$ cat src/rtl/ldi_div.sv
// Pipelined restoring divider, one quotient bit per stage.
`default_nettype none

module ldi_div #(
   parameter int NUM_W = 40,
   parameter int DEN_W = 25,
   parameter int QUO_W = 15
) (
   input  wire logic             clock,
   input  wire logic             adv,
   input  wire logic [NUM_W-1:0] num,
   input  wire logic [DEN_W-1:0] den,
   output logic      [QUO_W-1:0] quo
);

   localparam int CW = (NUM_W > DEN_W + QUO_W) ? NUM_W : DEN_W + QUO_W;

   logic [CW-1:0]    rem_ff  [QUO_W];
   logic [CW-1:0]    rem_in  [QUO_W];
   logic [CW-1:0]    rem_src [QUO_W];
   logic [DEN_W-1:0] den_ff  [QUO_W];
   logic [DEN_W-1:0] den_in  [QUO_W];
   logic [QUO_W-1:0] quo_ff  [QUO_W];
   logic [QUO_W-1:0] quo_in  [QUO_W];
   logic [QUO_W-1:0] quo_src [QUO_W];

   for (genvar j = 0; j < QUO_W; j++) begin : g_step
      localparam int BIT = QUO_W - 1 - j;
      logic [CW-1:0] cand;

      if (j == 0) begin : g_first
         assign rem_src[j] = CW'(num);
         assign den_in[j]  = den;
         assign quo_src[j] = '0;
      end else begin : g_next
         assign rem_src[j] = rem_ff[j-1];
         assign den_in[j]  = den_ff[j-1];
         assign quo_src[j] = quo_ff[j-1];
      end

      assign cand = CW'(den_in[j]) << BIT;

      always_comb begin
         if (rem_src[j] >= cand) begin
            rem_in[j] = rem_src[j] - cand;
            quo_in[j] = quo_src[j] | (QUO_W'(1) << BIT);
         end else begin
            rem_in[j] = rem_src[j];
            quo_in[j] = quo_src[j];
         end
      end
   end

   always_ff @(posedge clock) begin
      if (adv) begin
         rem_ff <= rem_in;
         den_ff <= den_in;
         quo_ff <= quo_in;
      end
   end

   assign quo = quo_ff[QUO_W-1];

endmodule

`default_nettype wire

$ cat config.mk
export PLATFORM = sky130hd
export DESIGN_NAME = ldi_div
export DESIGN_NICKNAME = d
export VERILOG_FILES = /design/src/rtl/ldi_div.sv
export SDC_FILE = /design/constraint.sdc
export NUM_CORES = 2
export LEC_CHECK = 0
export ABC_AREA = 1
export BUFFER_PORTS_ARGS = -buffer_cell sky130_fd_sc_hd__buf_2
export CAP_MARGIN = 25
export CORE_AREA = 8 8 258 508
export CTS_CLUSTER_DIAMETER = 150
export DETAILED_ROUTE_END_ITERATION = 10
export DIE_AREA = 0 0 266 516
export PLACE_DENSITY = 0.69
export SYNTH_ARGS = -nofsm -noshare
export SYNTH_HDL_FRONTEND = slang
export SYNTH_SLANG_ARGS = --single-unit
$ cat constraint.sdc
create_clock -name clock -period 7.55 [get_ports clock]
set_input_delay 0.3775 -clock clock [delete_from_list [all_inputs] [get_ports clock]]
set_output_delay 0.3775 -clock clock [all_outputs]
set_load 0.01 [all_outputs]
==> results.tsv, run 1 <==
metric	value	unit
run status	stopped before the end	
Exit stage	global routing (5_1_grt)	
first error message	[ERROR GRT-0116] Global routing finished with congestion. Check the congestion regions in the DRC Viewer.	
Initial Utilization	54.6	%
Mapped Avg Cell Area	7.88	um2
total CTS buffers	96	
post-synthesis instance area	67800	um2
leading area contributor after synthesis	edfxtp_1	
gpl congestion	1.24	
CTS resizes	0	
Overflow after GRT	57	
Synth warnings	0	
vias in the first global route	69900	
GRT Total Usage	53.0	%
dpl hpwl	245000	um
std cell rows	183	
first-pass GRT wire length	516000	um
Clock Sinks	1030	
CTS max path bufs	3	
IO Count	82	
Post-CTS Setup Bufs	0	
Root Buffer Master	clkbuf_16	
H-tree depth	3	
post-synthesis cell type count	46	
largest net degree at the start of global routing	211	
Async SR Flop Fraction	0	%
die width	266	um
Hold-fix buffers, CTS	62	
Mapped Cells	8595	
# port buffers	81	
Post-synth EDFFs	1030	
Synthesized Nets	9051	
ys flop type	edfxtp_1	
Yosys reg bits	1030	
top-area cell type share of the netlist area	45.6	%
Die Height	516	um
register area share after synthesis	45.6	%
Synth area leaders	edfxtp_1, nand2_1, inv_1	
==> metal layers <==
metal / overflow / GRT usage, %
met5: 0 / 2.98
met1: 0 / 44.0
met4: 23 / 66.3
met2: 34 / 82.3
met3: 0 / 25.9
==> stage by stage <==
stage / hold WS, ns / worst slack [ns] / instances / cell area, um2
after floorplan: 0.400 / 5.15 / 8595 / 67800
after detailed placement: 0.405 / 3.52 / 10270 / 69700
after global placement: 0.401 / 3.51 / 10267 / 69700
after CTS: 0.0334 / 3.49 / 10511 / 73800
==> synthesized netlist by cell type (16+ instances only) <==
cell and number:
nor2_1 687, nand3b_1 38, inv_2 21, nor4_1 26, nand2_2 57, nand4_1 174, o21ai_0 287, inv_1 1461
buf_2 29, a21oi_1 402, buf_4 20, xnor2_1 96, nand3_2 21, edfxtp_1 1030, buf_6 38, nor2_2 20
xor2_1 128, a21oi_2 42, nand3_1 448, o21bai_1 23, o21ai_1 16, ha_1 375, and2_1 16, nand2_1 2913
o21ai_2 39, nor3_1 107
==> cell families after synthesis <==
group | share of synthesized area (%)
xor+xnor | 2.90
buf+inv | 9.41
simple gates | 28.0
compound gates | 6.67
flops | 45.6
fa+ha+maj | 7.34
==> run 2, diff against run 1 <==
Settings changed: CORE_AREA 8 8 258 508 to 8 8 421 423, CTS_CLUSTER_DIAMETER 150 to unset, DIE_AREA 0 0 266 516 to 0 0 429 431, PLACE_DENSITY 0.69 to unset, PLACE_DENSITY_LB_ADDON set to 0.15.
==> results.tsv, run 2 <==
metric	value	unit
run status	finished clean	
dpl hpwl	189000	um
top-area cell type share of the netlist area	45.6	%
gpl congestion	0.986	
Async SR Flop Fraction	0	%
first-pass detailed-route iteration total	6	
Final WS setup	3.88	ns
Finished Layout Cells	11121	
Total Power	0.0270	W
Largest Register	rem_ff	
fin crit period	3.67	ns
Mapped Cells	8595	
Post-CTS Setup Bufs	0	
Post-synth EDFFs	1030	
GRT Total Usage	24.4	%
Post-route DRC	0	
Slew @ Worst Pin	1.11	ns
register area share after synthesis	45.6	%
Initial DRC Count	5156	
fin. max-slew vios	0	
initial antenna violation count	3	
layout cells sized above 1	5.78	%
Compound-Gate Fraction of Synth Area	6.67	%
leakage	34.6	nW
H-tree depth	3	
top flop regs	rem_ff x560, den_ff x350, quo_ff x105	
max FFs per register	560	
Root Buffer Master	clkbuf_16	
fin crit share	48.6	%
Yosys reg bits	1030	
CTS max path bufs	3	
Routed WL per cell	20.9	um
Mapped Avg Cell Area	7.88	um2
Slew Limit Headroom	26.2	%
DIE AREA	185000	um2
fmax	0.273	GHz
# port buffers	81	
Max VDD drop	200	uV
xor/xnor cell area share of the yosys netlist	2.90	%
Post-Synth Adder-Cell Area	7.34	%
Worst Setup End Kind	flop	
total CTS buffers	118	
Worst path most repeated cell	nand2_1	
Reg clk slew, reported paths	0.07	ns
DP Worst Slack	3.75	ns
post-synthesis simple-gate area fraction	28.0	%
Max Fanout on Critical Path	30	
Arr. time, crit path	4.25	ns
Initial Utilization	39.7	%
CP Data Required Time	8.13	ns
CTS resizes	0	
Synth area leaders	edfxtp_1, nand2_1, inv_1	
CTS tree	done	
layout net count	9243	
Crit-path slowest cell	inv_2	
most numerous cell in the Yosys netlist	nand2_1	
Clock Sinks	1030	
Hold Path Cell Cnt	1	
Final ANT Viol Nets	0	
most frequent cells in the layout	nand2_1, inv_1, edfxtp_1	
first-pass GRT wire length	346000	um
leading area contributor after synthesis	edfxtp_1	
commonest non-fill, non-tap cell in the layout	nand2_1	
Clk Latency, worst-skew pair	0.75	ns
CORE AREA	171000	um2
Hold Path Class	in2reg	
unrepaired setup endpoints after global routing	false	
top cells by count, synth	nand2_1, inv_1, edfxtp_1, nor2_1, nand3_1	
Synth warnings	0	
area delta synth->final	10.5	%
Overflow after GRT	0	
std cell rows	152	
setup_tns	0	ns
worst clock skew	0.0312	ns
via count	57025	
final setup violation count	0	
largest net degree at the start of global routing	174	
Hold Violations, Final	0	
WL final	233000	um
FF-to-FF path depth	13	
ys flop type	edfxtp_1	
vias in the first global route	54387	
Setup crit start kind	flop	
die width	429	um
CP max stage delay	0.78	ns
Synthesized Nets	9051	
Die Height	431	um
crit path cell chain	inv_1 -> ha_1 -> nand2_1 -> nor2_1 -> inv_1 -> nor2_1 -> nand2_1 -> nand3_2 -> nand3_1 -> nand3_2 -> inv_2 -> nand2_1 -> nand2_1	
mux contribution to synthesized area	0	%
PwrDens	361	nW/um2
DR vias/cell	5.13	
worst hold margin	0.177	ns
critical path type	reg2reg	
main combinational cell family by area after synthesis	simple AND/OR/NAND/NOR gates	
post-synthesis instance area	67800	um2
IO Count	82	
Max-Cap Viols	0	
dpl cells	10836	
post-synthesis cell type count	46	
==> run 2: final timing paths <==
kind	end	start	slack, ns
worst max-delay path	rem_ff[547]	den_ff[355]	3.88
worst min-delay path	quo_ff[99]	adv	0.18
worst max register to register	rem_ff[547]	den_ff[355]	3.88
worst min register to register	quo_ff[72]	quo_ff[87]	0.41
==> run 2: metrics by stage <==
stage	utilization (%)	area, um2
6_report	43.9	74900
5_1_grt	43.9	74900
4_1_cts	43.9	74900
3_5_place_dp	41.3	70400
3_3_place_gp	41.3	70400
2_1_floorplan	-	67800
==> run 2: routing by layer <==
metal,track usage [%],wire length [um],vias up
li1,-,-,28218
met1,35.7,111000,26919
met2,39.1,103000,1631
met3,2.83,13300,255
met4,5.25,4860,2
met5,0,13,-
==> run 2: kinds of logic (layout without fill, tap and decap cells) <==
group                      count (synthesis)  count (layout)
DFF                                     1030            1030
xor gates and xnor gates                 224             224
other                                      0               1
buffers and inverters                   1579            1871
and+or+nand+nor                         4549            4549
AOI/OAI and AO/OA                        824             824
adders and majority gates                389             389
==> run 2: critical path: cells and delay by family, from the launching register on <==
family	cells	cell delay, ns
buffers and inverters	3	0.96
flip-flops	1	0.59
adder cells (fa/ha/maj)	1	0.35
AND/OR/NAND/NOR	9	1.58
==> run 2: cell type report <==
type	instances	area, um2
antenna	1	2.50
tap	2233	2790
inverter	1486	5580
fill	17258	95700
clock buffer	136	3080
sequential	1030	30900
timing repair buffer	165	1280
clock inverter	84	777
multi-input combinational	5986	30500
==> run 2: power breakdown <==
part           internal (W)  switching (W)
Combinational       0.00389        0.00818
Clock               0.00331        0.00244
Sequential          0.00806        0.00113
Total                0.0153         0.0118
==> run 2: timing repair <==
item	CTS	global route
hold buffers	63	0
setup endpoints to repair	0	0
hold endpoints to repair	63	0
Power figures use the tool's default switching activity.
